## src/hdl/bitmap_row_run_encoder_top_defines.svh

```systemverilog
// Assertion macros for the bitmap row run encoder.
// Used by bitmap_row_run_encoder_top.sv; no other dependencies.
`ifndef BITMAP_ROW_RUN_ENCODER_TOP_DEFINES_SVH
`define BITMAP_ROW_RUN_ENCODER_TOP_DEFINES_SVH
`ifndef NO_ASSERTIONS
// The consequent holds in the same cycle as the antecedent.
`define BRRE_ASSERT_SAME(label, clk, rst, ante, cons) \
   label: assert property (@(posedge clk) disable iff (rst) (ante) |-> (cons)) \
      else $error("assertion failed: same-cycle check");
// The consequent holds in the cycle after the antecedent.
`define BRRE_ASSERT_NEXT(label, clk, rst, ante, cons) \
   label: assert property (@(posedge clk) disable iff (rst) (ante) |=> (cons)) \
      else $error("assertion failed: next-cycle check");
`else
`define BRRE_ASSERT_SAME(label, clk, rst, ante, cons)
`define BRRE_ASSERT_NEXT(label, clk, rst, ante, cons)
`endif
`endif

```

## src/hdl/brre_pkg.sv

```systemverilog
// Package for the bitmap row run encoder: constants, codes and the result type.
// No dependencies.
`timescale 1ns / 1ps
`default_nettype none
package brre_pkg;

   // Image bounds.
   localparam int MAX_WIDTH  = 64;
   localparam int MAX_HEIGHT = 64;

   // State widths, large enough to hold the bound itself.
   localparam int COL_W = $clog2(MAX_WIDTH + 1);
   localparam int ROW_W = $clog2(MAX_HEIGHT + 1);

   // Result field widths.
   localparam int DX_W  = 7;
   localparam int DY_W  = 6;
   localparam int LEN_W = 7;
   localparam int CNT_W = 13;
   localparam int CMD_W = 2;

   // Arithmetic width for the masked differences.
   localparam int CALC_W = (COL_W > DX_W) ? ((COL_W > LEN_W) ? COL_W : LEN_W)
                                          : ((DX_W > LEN_W) ? DX_W : LEN_W);
   localparam int RCALC_W = (ROW_W > DY_W) ? ROW_W : DY_W;

   // Stream payload widths.
   localparam int REQ_DATA_W = 8;
   localparam int RSP_DATA_W = 40;

   // Configuration reset value.
   localparam logic [CNT_W-1:0] CAPACITY_RESET = CNT_W'(64);

   // Request commands.
   typedef enum logic [CMD_W-1:0] {
      CMD_PIXEL      = 2'd0,
      CMD_END_ROW    = 2'd1,
      CMD_END_IMAGE  = 2'd2
   } brre_cmd_type;

   // Result kinds.
   localparam logic KIND_RUN     = 1'b0;
   localparam logic KIND_SUMMARY = 1'b1;

   // One result.
   typedef struct packed {
      logic             kind;
      logic [DX_W-1:0]  move_dx;
      logic [DY_W-1:0]  move_dy;
      logic [LEN_W-1:0] run_length;
      logic             stored;
      logic [CNT_W-1:0] delta_count;
      logic             last;
   } brre_result_type;

endpackage
`default_nettype wire

```

## src/hdl/bitmap_row_run_encoder_top.sv

```systemverilog
// Top level of the bitmap row run encoder: run detection, pen tracking and
// an output queue. Depends on brre_pkg and bitmap_row_run_encoder_top_defines.svh.
`timescale 1ns / 1ps
`default_nettype none
`include "bitmap_row_run_encoder_top_defines.svh"

// The encoder takes one request per clock cycle while req_tready is high and
// updates its column, row, run and pen state in that same cycle. A pixel or
// end-of-row request gives at most one result; an end-of-image request gives a
// run record if a run is open and then the summary, so it may give two. Results
// enter a four-entry output queue; req_tready is high while at least two entries
// are free, so a consumer that takes one result per cycle sees one request per
// cycle sustained, with a first result in the cycle after its request. Capacity
// is written via csr_we/csr_wdata only while idle; the user must ensure this.
module bitmap_row_run_encoder_top (
   input  wire logic                              clock,
   input  wire logic                              reset,
   // Request channel. tdata: pixel_set [0], zero [7:1]. tuser: command [1:0].
   input  wire logic                              req_tvalid,
   output logic                                   req_tready,
   input  wire logic [brre_pkg::REQ_DATA_W-1:0]   req_tdata,
   input  wire logic [brre_pkg::CMD_W-1:0]        req_tuser,
   // Result channel. tdata: move_dx [6:0], move_dy [12:7], run_length [19:13],
   // stored [20], delta_count [33:21], zero [39:34]. tuser: kind.
   output logic                                   rsp_tvalid,
   input  wire logic                              rsp_tready,
   output logic [brre_pkg::RSP_DATA_W-1:0]        rsp_tdata,
   output logic                                   rsp_tuser,
   output logic                                   rsp_tlast,
   // Configuration: capacity register.
   input  wire logic                              csr_we,
   input  wire logic [brre_pkg::CNT_W-1:0]        csr_wdata
);
   import brre_pkg::*;

   localparam int QDEPTH = 4;
   localparam int QPTR_W = $clog2(QDEPTH);
   localparam int QCNT_W = $clog2(QDEPTH + 1);

   // State registers.
   logic [CNT_W-1:0] capacity_ff;
   logic [COL_W-1:0] column_ff, column_in;
   logic [ROW_W-1:0] row_ff, row_in;
   logic             run_open_ff, run_open_in;
   logic [COL_W-1:0] run_start_ff, run_start_in;
   logic [COL_W-1:0] pen_col_ff, pen_col_in;
   logic [ROW_W-1:0] pen_row_ff, pen_row_in;
   logic [CNT_W-1:0] count_ff, count_in;

   // Output queue.
   brre_result_type  queue_ff [QDEPTH];
   logic [QPTR_W-1:0] wr_ptr_ff, rd_ptr_ff;
   logic [QCNT_W-1:0] qcnt_ff;

   // Request decode.
   logic [CMD_W-1:0] cmd;
   logic             px;
   logic             accept;
   logic             pop;
   logic             row_live;
   logic             col_live;
   logic             close_run;
   logic             emit_sum;
   logic             cap_ok;
   logic [CNT_W-1:0] count_close;
   logic [CALC_W-1:0] dx_full, len_full;
   logic [RCALC_W-1:0] dy_full;
   brre_result_type  run_res, sum_res;
   logic [1:0]       push_n;

   assign cmd      = req_tuser;
   assign px       = req_tdata[0];
   assign req_tready = (qcnt_ff <= QCNT_W'(QDEPTH - 2));
   assign accept   = req_tvalid && req_tready;
   assign pop      = rsp_tvalid && rsp_tready;
   assign row_live = (row_ff < ROW_W'(MAX_HEIGHT));
   assign col_live = (column_ff < COL_W'(MAX_WIDTH));

   // Decide which results this request causes.
   always_comb begin
      close_run = 1'b0;
      emit_sum  = 1'b0;
      case (cmd)
         CMD_PIXEL: begin
            close_run = row_live && col_live && !px && run_open_ff;
         end
         CMD_END_ROW: begin
            close_run = row_live && run_open_ff;
         end
         CMD_END_IMAGE: begin
            close_run = run_open_ff;
            emit_sum  = 1'b1;
         end
         default: begin
            close_run = 1'b0;
            emit_sum  = 1'b0;
         end
      endcase
   end

   // Run record fields and the capacity check.
   assign cap_ok      = ({1'b0, count_ff} + (CNT_W + 1)'(1)) < {1'b0, capacity_ff};
   assign count_close = (close_run && cap_ok) ? count_ff + CNT_W'(2) : count_ff;
   assign dx_full     = CALC_W'(run_start_ff) - CALC_W'(pen_col_ff);
   assign len_full    = CALC_W'(column_ff) - CALC_W'(run_start_ff);
   assign dy_full     = RCALC_W'(row_ff) - RCALC_W'(pen_row_ff);

   always_comb begin
      run_res.kind        = KIND_RUN;
      run_res.move_dx     = dx_full[DX_W-1:0];
      run_res.move_dy     = dy_full[DY_W-1:0];
      run_res.run_length  = len_full[LEN_W-1:0];
      run_res.stored      = cap_ok;
      run_res.delta_count = count_close;
      run_res.last        = !emit_sum;
      sum_res.kind        = KIND_SUMMARY;
      sum_res.move_dx     = '0;
      sum_res.move_dy     = '0;
      sum_res.run_length  = '0;
      sum_res.stored      = 1'b0;
      sum_res.delta_count = count_close;
      sum_res.last        = 1'b1;
      push_n = accept ? (2'(close_run) + 2'(emit_sum)) : 2'd0;
   end

   // Next image state.
   always_comb begin
      column_in    = column_ff;
      row_in       = row_ff;
      run_open_in  = run_open_ff;
      run_start_in = run_start_ff;
      pen_col_in   = pen_col_ff;
      pen_row_in   = pen_row_ff;
      count_in     = count_close;
      if (close_run) begin
         pen_col_in  = column_ff;
         pen_row_in  = row_ff;
         run_open_in = 1'b0;
      end
      case (cmd)
         CMD_PIXEL: begin
            if (row_live && col_live) begin
               if (px && !run_open_ff) begin
                  run_open_in  = 1'b1;
                  run_start_in = column_ff;
               end
               column_in = column_ff + COL_W'(1);
            end
         end
         CMD_END_ROW: begin
            if (row_live) begin
               column_in = '0;
               row_in    = row_ff + ROW_W'(1);
            end
         end
         CMD_END_IMAGE: begin
            column_in    = '0;
            row_in       = '0;
            run_open_in  = 1'b0;
            run_start_in = '0;
            pen_col_in   = '0;
            pen_row_in   = '0;
            count_in     = '0;
         end
         default: begin
            count_in = count_ff;
         end
      endcase
   end

   // State, configuration and queue control registers.
   always_ff @(posedge clock) begin
      if (reset) begin
         capacity_ff  <= CAPACITY_RESET;
         column_ff    <= '0;
         row_ff       <= '0;
         run_open_ff  <= 1'b0;
         run_start_ff <= '0;
         pen_col_ff   <= '0;
         pen_row_ff   <= '0;
         count_ff     <= '0;
         wr_ptr_ff    <= '0;
         rd_ptr_ff    <= '0;
         qcnt_ff      <= '0;
      end else begin
         if (csr_we) begin
            capacity_ff <= csr_wdata;
         end
         if (accept) begin
            column_ff    <= column_in;
            row_ff       <= row_in;
            run_open_ff  <= run_open_in;
            run_start_ff <= run_start_in;
            pen_col_ff   <= pen_col_in;
            pen_row_ff   <= pen_row_in;
            count_ff     <= count_in;
         end
         wr_ptr_ff <= wr_ptr_ff + QPTR_W'(push_n);
         if (pop) begin
            rd_ptr_ff <= rd_ptr_ff + QPTR_W'(1);
         end
         qcnt_ff <= qcnt_ff + QCNT_W'(push_n) - QCNT_W'(pop);
      end
   end

   // Queue payload writes: the run record first, then the summary.
   always_ff @(posedge clock) begin
      if (accept) begin
         if (close_run) begin
            queue_ff[wr_ptr_ff] <= run_res;
            if (emit_sum) begin
               queue_ff[wr_ptr_ff + QPTR_W'(1)] <= sum_res;
            end
         end else if (emit_sum) begin
            queue_ff[wr_ptr_ff] <= sum_res;
         end
      end
   end

   // Result channel from the queue head.
   brre_result_type head;
   assign head       = queue_ff[rd_ptr_ff];
   assign rsp_tvalid = (qcnt_ff != '0);
   assign rsp_tuser  = head.kind;
   assign rsp_tlast  = head.last;
   assign rsp_tdata  = {6'd0, head.delta_count, head.stored, head.run_length,
                        head.move_dy, head.move_dx};

   // Checks.
   `BRRE_ASSERT_SAME(a_queue_bound, clock, reset, 1'b1, qcnt_ff <= QCNT_W'(QDEPTH))
   `BRRE_ASSERT_SAME(a_summary_last, clock, reset, rsp_tvalid && head.kind == KIND_SUMMARY,
      head.last && head.run_length == '0)
   `BRRE_ASSERT_SAME(a_run_nonempty, clock, reset, rsp_tvalid && head.kind == KIND_RUN,
      head.run_length != '0)
   `BRRE_ASSERT_NEXT(a_eoi_clears, clock, reset, accept && cmd == CMD_END_IMAGE,
      count_ff == '0 && !run_open_ff && column_ff == '0 && row_ff == '0)

endmodule
`default_nettype wire

```

## config.mk

```make
export PLATFORM = sky130hd
export DESIGN_NAME = bitmap_row_run_encoder_top
export DESIGN_NICKNAME = d
export VERILOG_FILES = /design/src/hdl/brre_pkg.sv /design/src/hdl/bitmap_row_run_encoder_top.sv
export VERILOG_INCLUDE_DIRS = /design/src /design/src/hdl
export SDC_FILE = /design/constraint.sdc
export NUM_CORES = 1
export LEC_CHECK = 0
export ABC_AREA = 1
export ABC_CLOCK_PERIOD_IN_PS = 3700
export BUFFER_PORTS_ARGS = -buffer_cell sky130_fd_sc_hd__buf_2
export CAP_MARGIN = 20
export CORE_UTILIZATION = 45
export CTS_CLUSTER_DIAMETER = 200
export CTS_CLUSTER_SIZE = 40
export DETAILED_ROUTE_END_ITERATION = 10
export GPL_TIMING_DRIVEN = 0
export PLACE_DENSITY_LB_ADDON = 0.05
export SLEW_MARGIN = 30
export SYNTH_ARGS = -nofsm -noshare
export SYNTH_HDL_FRONTEND = slang
export SYNTH_SLANG_ARGS = --single-unit
export TNS_END_PERCENT = 100
```

## constraint.sdc

```tcl
create_clock -name clock -period 3.7 [get_ports clock]
set_input_delay 0.925 -clock clock [delete_from_list [all_inputs] [get_ports clock]]
set_output_delay 0.925 -clock clock [all_outputs]
set_load 0.02 [all_outputs]
```

== Word-level counts from Yosys, hierarchy flattened ==
Memories as Yosys holds them, arrays and structs flattened. A register that Yosys moved wholly into a read port is not among the register bits.
Index checks and enable logic that the tools add are counted.

* Register bits after elaboration: 68
* RAM bits: 144
* Bits of input ports: 28
* Output and inout port bits: 44
* Memories kept: 1

{| class="wikitable"
|+ Memory list
! memory !! words !! width !! rd ports !! clocked after Yosys merged registers in !! wr ports !! line !! source
|-
| queue_ff || 4 || 36 || 1 || 1 || 2 || bitmap_row_run_encoder_top.sv:51 || <nowiki>brre_result_type queue_ff [QDEPTH];</nowiki>
|}

* Add/subtract/negate cells: 13
* Order comparisons: 4
* Equal/unequal tests: 5
* Muxes and demuxes: 34
* Bitwise operators: 1
* Reduce and logical (&&, ||, !) cells: 24

{| class="wikitable"
|+ Operators by type and width
! operator !! count
|-
| $mux W7 || 7
|-
| $mux W36 || 1
|-
| $pmux W7 S2 || 2
|-
| $pmux W13 S2 || 1
|-
| $pmux W7 S3 || 1
|-
| $add A13 B1 Y14 const B || 1
|-
| $add A7 B1 Y7 const B || 2
|-
| $lt A14 B13 Y1 || 1
|-
| $lt A7 B7 Y1 const B || 2
|-
| $mux W1 || 14
|-
| $sub A7 B7 Y7 || 2
|-
| $add A13 B2 Y13 const B || 1
|-
| $mux W13 || 1
|-
| $mux W6 || 2
|-
| $logic_and A1 B1 Y1 || 8
|-
| $reduce_and A4 Y1 || 2
|-
| $reduce_bool A2 Y1 || 4
|-
| $mux W2 || 3
|-
| $ne A2 B2 Y1 const B || 3
|-
| $reduce_bool A3 Y1 || 2
|-
| $sub A6 B6 Y6 || 1
|-
| $add A2 B1 Y2 const B || 2
|-
| $reduce_and A2 Y1 || 2
|-
| $add A3 B2 Y3 || 1
|-
| other kinds (13) || 15
|}

== Depth between registers and ports, before layout ==
Gate-level depths: netlist (run 1).

* Depth in word-level cells: 9
* Mapped depth: 17
* Depth with buffers taken out: 16

== Least setup slack after synthesis (run 1) ==
OpenSTA, ideal clock, no wires.

* Kind: input port to flip-flop
* From: input req_tuser[1] (netlist bit)
* To: register qcnt_ff[2]
* Data arrival time: 3.121 ns
* Required time: 3.580 ns
* Path slack: 0.459 ns
* Cell stages on the path: 17
* Path through: inv_1 ha_1 inv_1 nor2_1 nand2_1 nand2_1 nand2_2 a21oi_4 buf_2 xor2_1 nand2_1 ha_1 inv_1 ha_1 fa_1 o21ai_0 a21oi_1

* Cells in the longest elaborated chain, start to end: 6
* Elaborated cells between the ends (all ways): 9
* Classes of those cells: add/sub (3); eq/ne (2); mux (3); reduce/logical (1)

{| class="wikitable"
|+ RTL lines
! item !! line !! source
|-
| from (decl) || bitmap_row_run_encoder_top.sv:22 || <nowiki>input wire logic [brre_pkg::CMD_W-1:0] req_tuser,</nowiki>
|-
| $eq A2 B2 Y1 (tied with other cells) || bitmap_row_run_encoder_top.sv:83 || <nowiki>case (cmd)</nowiki>
|-
| $pmux W1 S3 / $mux W1 (equally long branches) || bitmap_row_run_encoder_top.sv:83 ||
|-
| $add A1 B1 Y2 * || bitmap_row_run_encoder_top.sv:123 || <nowiki>push_n = accept ? (2'(close_run) + 2'(emit_sum)) : 2'd0;</nowiki>
|-
| $mux W2 * || bitmap_row_run_encoder_top.sv:123 ||
|-
| $add A3 B2 Y3 * || bitmap_row_run_encoder_top.sv:202 || <nowiki>qcnt_ff <= qcnt_ff + QCNT_W'(push_n) - QCNT_W'(pop);</nowiki>
|-
| $sub A3 B1 Y3 * || bitmap_row_run_encoder_top.sv:202 ||
|-
| to (signal assigned) || bitmap_row_run_encoder_top.sv:202 ||
|-
| to (decl) || bitmap_row_run_encoder_top.sv:53 || <nowiki>logic [QCNT_W-1:0] qcnt_ff;</nowiki>
|}

Every way passes the cells marked *; elsewhere a longest branch is shown, timed or not.
A chain may end at the register's enable or synchronous reset.

==> impl_metrics.py, run 1 <==
metrics = {
    "floorplan": {
        "coreArea_um2": 22800,
        "die_area_um2": 24000,
        "rows": 55,
        "io_pins": 72,
        "initial_core_util_pct": 46.2,
        "die-width_um": 155,
        "die_y_um": 155,
    },
    "clock_tree": {
        "cts_tree": "yes",
        "cts.sinks": 212,
        "cts_buffer_depth": 3,
        "clkTransAtPathRegs_ns": 0.15,
        "postCtsSetupRepairBufs": 0,
        "htreeDepth": 1,
        "post_cts_resized": 0,
        "cts_buffers": 9,
        "clock_latency_ns": 0.48,
        "hold_buffers": 0,
        "root_buffer": "clkbuf_16",
    },
    "setup_path": {
        "reg2regPathDepth": 14,
        "critPathLaunchType": "flip-flop",
        "r2r-end": "qcnt_ff[2]$_SDFF_PP0_",
        "crit_fanout": 10,
        "critPathKind": "flip-flop to primary output",
        "worstPathArrival_ns": 2.53,
        "worstSetupEndpointType": "primary output",
        "r2r-start": "column_ff[6]$_SDFFE_PP0P_",
        "rrSetupSlack_ns": 0.93,
        "critPathRequiredTime_ns": 2.77,
    },
    "timing": {
        "max_freq_mhz": 289,
        "setup_tns_ns": 0,
        "hold_viol": 0,
        "rsz0062_at_grt": "false",
        "finalSetupViolations": 0,
        "finalCritPeriodShare_pct": 93.4,
        "final-max-slew-violation-count": 0,
        "finalCriticalPeriod_ns": 3.46,
        "setup_slack_ns": 0.243,
        "relSlewSlack_pct": 41.9,
        "tightestPinTransition_ns": 0.864,
        "finClkSkew_ns": 0.0394,
    },
    "detailed_routing": {
        "viasPerCell": 5.07,
        "routedWlPerCell_um": 15.3,
        "ant_nets": 0,
        "drtIter0Drc": 817,
        "drc": 0,
        "vias": 9153,
        "wirelength_um": 27700,
        "drt_pass1_iterations": 6,
    },
    "placed_design": {
        "dp_slack_ns": 0.00477,
        "place_congestion": 0.859,
        "placed_area_um2": 11200,
        "place_inst": 1794,
        "dp_hpwl_um": 20000,
        "portBuffers": 57,
    },
    "global_route": {
        "grt_pass1_vias": 8309,
        "grt_usage_pct": 23.3,
        "gr-total-overflow": 0,
        "antenna_found_initial": 0,
        "grt_pass1_wl_um": 44600,
        "grt_max_degree": 42,
    },
    "outcome": {
        "status": "completed",
    },
    "power_and_ir_drop": {
        "power.density_nw_per_um2": 559,
        "irDropWorstVdd_mv": 0.306,
        "p_leak_uw": 0.00527,
    },
    "finish": {
        "final_cells": 1805,
        "fin_area_um2": 11500,
        "area_growth_pct": 9.22,
        "finalNetCount": 1564,
        "n_antenna_cell": 0,
        "drive_gt1_share_pct": 7.84,
    },
    "min_path": {
        "hold_path_startpoint": "queue_ff[1][27]$_SDFFE_PP0N_",
        "hold_class": "flip-flop to flip-flop",
        "whs_path_depth": 2,
        "whs_endpoint": "queue_ff[1][27]$_SDFFE_PP0N_",
    },
    "synthesis": {
        "yosysWarnings": 0,
        "netlist_instances": 1415,
        "syn_area_um2": 10500,
        "syn_avg_cell_area_um2": 7.43,
        "synthFlopType": "dfxtp_1",
        "async_reset_ff_share_pct": 0,
        "seq_area_frac_synth_pct": 45.3,
        "synth_cell_types": 36,
        "ys_ff_latch": 212,
        "synth_edf_count": 52,
    },
    "run": {
        "maxCapViolations": 0,
    },
}
-- kinds of logic after synthesis --
logic type                 count (synthesis)  synth area share (%)
and+or+nand+nor                          619                  24.2
adders and majority gates                 45                  5.64
buffers and inverters                    246                  9.53
DFF                                      212                  45.3
AOI/OAI and AO/OA                        276                  14.0
xor gates and xnor gates                  16                  1.33
other                                      1                0.0357
-- per-stage QoR --
stage / util, % / hold WS (ns) / power, uW
final: 50.4 / 0.453 / 6420
after global routing: 50.4 / 0.464 / 6810
after CTS: 50.5 / 0.455 / 6450
after detailed placement: 49.3 / 0.427 / 5220
after global placement: 49.3 / 0.422 / 5210
after floorplan: - / 0.414 / 4430
-- worst max path at each step --
stage	start	endpoint	slack [ns]
2_1_floorplan	req_tuser[1]	qcnt_ff[2]$_SDFF_PP0_	0.46
3_3_place_gp	req_tuser[1]	qcnt_ff[2]$_SDFF_PP0_	0.01
3_5_place_dp	req_tuser[1]	qcnt_ff[2]$_SDFF_PP0_	0.005
4_1_cts	flip-flop	rsp_tdata[3]	0.11
5_1_grt	flip-flop	rsp_tdata[15]	0.13
6_report	flip-flop	rsp_tdata[3]	0.24
-- synthesized netlist by cell type, types with 5 or more instances --
library cell  count  area share [%]
nor3_1           11            0.52
clkbuf_1         47             1.7
nor2_1          160             5.7
dfxtp_1         160              30
xor2_1           10            0.83
nand4_1           7            0.42
nand2_1         330              12
ha_1             41             4.9
o22ai_1          36             2.1
nor3b_1           5            0.36
xnor2_1           6            0.50
buf_4            10            0.71
o211ai_1          6            0.43
nand2_2           6            0.36
buf_2            21             1.0
edfxtp_1         52              15
a211oi_1          7            0.50
a21oi_1          81             3.9
nand3_1          91             4.3
o21ai_0         136             6.5
inv_1           158             5.6
o21ai_1           6            0.29
-- power breakdown --
part / switching (uW) / total [uW] / leakage [uW] / internal [uW]
clock: 763 / 1230 / 0.000125 / 468
sequential: 183 / 2860 / 0.00175 / 2680
combinational: 1610 / 2320 / 0.00340 / 714
-- sequential cells by signal, indices dropped and copies added, names as in the netlist, named ones only --
register / flops
queue_ff: 144
count_ff: 12
qcnt_ff: 3
wr_ptr_ff: 2
row_ff: 7
pen_row_ff: 6
run_start_ff: 7
rd_ptr_ff: 2
run_open_ff: 1
pen_col_ff: 7
column_ff: 7
capacity_ff: 12
-- layout by cell type (no fill, tap or decap), drive strengths merged, types with 6 or more instances in the layout --
| cell type | count |
|---|---|
| nand4 | 7 |
| dfxtp | 160 |
| ha | 41 |
| a211oi | 7 |
| o21ai | 142 |
| buf | 94 |
| xnor2 | 6 |
| o22ai | 36 |
| conb | 10 |
| xor2 | 10 |
| nor3 | 12 |
| nand2 | 336 |
| inv | 161 |
| nand3 | 92 |
| a21oi | 82 |
| clkbuf | 57 |
| nor2 | 161 |
| edfxtp | 52 |
| o211ai | 6 |
-- critical path: stages (launching register included) --
cell and delay (ns):
dfxtp_1 0.70, clkinv_1 0.42, clkbuf_1 0.36, o21ai_0 0.33, o22ai_1 0.11, buf_2 0.17
-- cell type report --
type,count,area (um2)
fillers,2380,11300
multi-input cells,966,4790
flip-flops and latches,212,4760
inverters,162,608
well taps,313,392
plain buffers,83,390
repair buffers,57,285
clock buffers,11,233
clock inverters,1,30.0
-- per-layer routing --
layer	vias up	routed length (um)	GRT usage, %
met4	0	333	4.67
li1	4712	-	-
met1	4174	13800	34.6
met2	242	12200	36.8
met3	25	1320	2.42
met5	-	0	0
Power figures use the tool's default switching activity.
==> inputs of run 2 (changes only) <==
--- a/config.mk
+++ b/config.mk
@@ -14,7 +14,9 @@
 export CTS_CLUSTER_DIAMETER = 200
 export CTS_CLUSTER_SIZE = 40
 export DETAILED_ROUTE_END_ITERATION = 10
+export GPL_ROUTABILITY_DRIVEN = 0
 export GPL_TIMING_DRIVEN = 0
+export MAX_ROUTING_LAYER = met4
 export PLACE_DENSITY_LB_ADDON = 0.05
 export SLEW_MARGIN = 30
 export SYNTH_ARGS = -nofsm -noshare
==> impl_metrics.py, run 2 (synthesis gave the netlist of run 1 again) <==
metrics = {
    "finish": {
        "area_growth_pct": 9.22,
        "n_antenna_cell": 0,
        "top_register": "queue_ff",
        "finalNetCount": 1564,
        "final_common_cell": "nand2_1",
        "top_regs": "queue_ff x144, capacity_ff x12, count_ff x12",
        "final_cell_mix": "nand2_1 (330), nor2_1 (160), dfxtp_1 (160)",
        "drive_gt1_share_pct": 7.84,
        "largest_reg_flops": 144,
    },
    "power_and_ir_drop": {
        "p_int_uw": 3860,
        "power.density_nw_per_um2": 558,
        "p_leak_uw": 0.00527,
        "share_comb_of_total_power_pct": 36.2,
        "p_sw_uw": 2550,
        "switching_share_pct": 39.8,
        "p_seq_share_pct": 44.7,
        "irDropWorstVdd_mv": 0.306,
        "p_clk_share_pct": 19.1,
    },
    "setup_path": {
        "worstPathArrival_ns": 2.51,
        "crit_fanout": 10,
        "r2r-end": "qcnt_ff[2]$_SDFF_PP0_",
        "critPathRequiredTime_ns": 2.77,
        "worstSetupEndpointType": "primary output",
        "r2r-start": "column_ff[6]$_SDFFE_PP0P_",
        "critPathKind": "flip-flop to primary output",
        "reg2regPathDepth": 14,
        "rrSetupSlack_ns": 0.93,
        "critPathLaunchType": "flip-flop",
    },
    "timing": {
        "final-max-slew-violation-count": 0,
        "finalCriticalPeriod_ns": 3.44,
        "finalSetupViolations": 0,
        "tightestPinTransition_ns": 0.839,
        "setup_tns_ns": 0,
        "hold_ws_ns": 0.454,
        "finClkSkew_ns": 0.0447,
        "rsz0062_at_grt": "false",
        "max_freq_mhz": 291,
        "finalCritPeriodShare_pct": 92.9,
        "relSlewSlack_pct": 43.6,
        "hold_viol": 0,
    },
    "global_route": {
        "gr-total-overflow": 0,
        "grt_pass1_wl_um": 44600,
        "antenna_found_initial": 0,
        "grt_max_degree": 42,
        "grt_usage_pct": 24.1,
        "grt_pass1_vias": 8307,
    },
    "clock_tree": {
        "post_cts_resized": 0,
        "cts_buffer_depth": 3,
        "hold_buffers": 0,
        "cts_buffers": 9,
        "cts.sinks": 212,
        "clkTransAtPathRegs_ns": 0.15,
        "cts_tree": "yes",
        "root_buffer": "clkbuf_16",
        "htreeDepth": 1,
        "postCtsSetupRepairBufs": 0,
        "clock_latency_ns": 0.49,
    },
    "detailed_routing": {
        "drtIter0Drc": 834,
        "drc": 0,
        "wirelength_um": 27700,
        "vias": 9120,
        "drt_pass1_iterations": 5,
        "routedWlPerCell_um": 15.3,
        "viasPerCell": 5.05,
        "ant_nets": 0,
    },
    "min_path": {
        "hold_path_startpoint": "queue_ff[1][27]$_SDFFE_PP0N_",
        "whs_path_depth": 2,
        "hold_class": "flip-flop to flip-flop",
        "whs_endpoint": "queue_ff[1][27]$_SDFFE_PP0N_",
    },
    "placed_design": {
        "dp_hpwl_um": 20000,
        "portBuffers": 57,
    },
    "floorplan": {
        "die_y_um": 155,
        "initial_core_util_pct": 46.2,
        "rows": 55,
        "io_pins": 72,
        "die_area_um2": 24000,
        "coreArea_um2": 22800,
        "die-width_um": 155,
    },
    "run": {
        "maxCapViolations": 0,
    },
    "outcome": {
        "status": "completed",
    },
}
## run 2: critical path, cell delays in order, from the launching register on
cell and delay (ns):
dfxtp_1 0.71, clkinv_1 0.41, clkbuf_1 0.35, o21ai_0 0.32
o22ai_1 0.10, buf_2 0.17
## run 2: worst max-delay path by stage
stage | slack (ns) | from | to | depth (start not counted)
after floorplan | 0.46 | req_tuser[1] | qcnt_ff[2]$_SDFF_PP0_ | 17
after global placement | 0.01 | req_tuser[1] | qcnt_ff[2]$_SDFF_PP0_ | 18
after CTS | 0.11 | flip-flop | rsp_tdata[3] | 6
after global routing | 0.13 | flip-flop | rsp_tdata[15] | 6
final | 0.26 | flip-flop | rsp_tdata[3] | 5
after detailed placement | 0.005 | req_tuser[1] | qcnt_ff[2]$_SDFF_PP0_ | 18
## run 2: layout make-up
type / count / area (um2)
multi-input combinational: 966 / 4790
clock inverter: 1 / 30.0
sequential: 212 / 4760
buffer: 83 / 390
inverter: 162 / 608
tap: 313 / 392
timing repair buffer: 57 / 285
clock buffer: 11 / 233
fill: 2380 / 11300
## run 2: metrics by stage
| step | util [%] | setup WS, ns | cells | cell area (um2) | total power, uW |
|---|---|---|---|---|---|
| 2_1_floorplan | - | 0.459 | 1424 | 10600 | 4430 |
| 3_3_place_gp | 49.3 | 0.00951 | 1794 | 11200 | 5210 |
| 3_5_place_dp | 49.3 | 0.00477 | 1794 | 11200 | 5220 |
| 4_1_cts | 50.5 | 0.107 | 1806 | 11500 | 6450 |
| 5_1_grt | 50.4 | 0.125 | 1805 | 11500 | 6810 |
| 6_report | 50.4 | 0.263 | 1805 | 11500 | 6420 |
## run 2: layer usage
| metal | track usage [%] | wire [um] |
|---|---|---|
| met5 | - | 0 |
| met4 | 4.67 | 370 |
| met3 | 2.37 | 1170 |
| met2 | 36.8 | 12100 |
| met1 | 34.6 | 14000 |
## run 2: power groups by stage
stage	sequential, uW	combinational [uW]	clock, uW
2_1_floorplan	2850	1580	0
3_3_place_gp	2890	2320	0
3_5_place_dp	2890	2330	0
4_1_cts	2840	2340	1270
5_1_grt	2900	2570	1330
6_report	2870	2330	1220
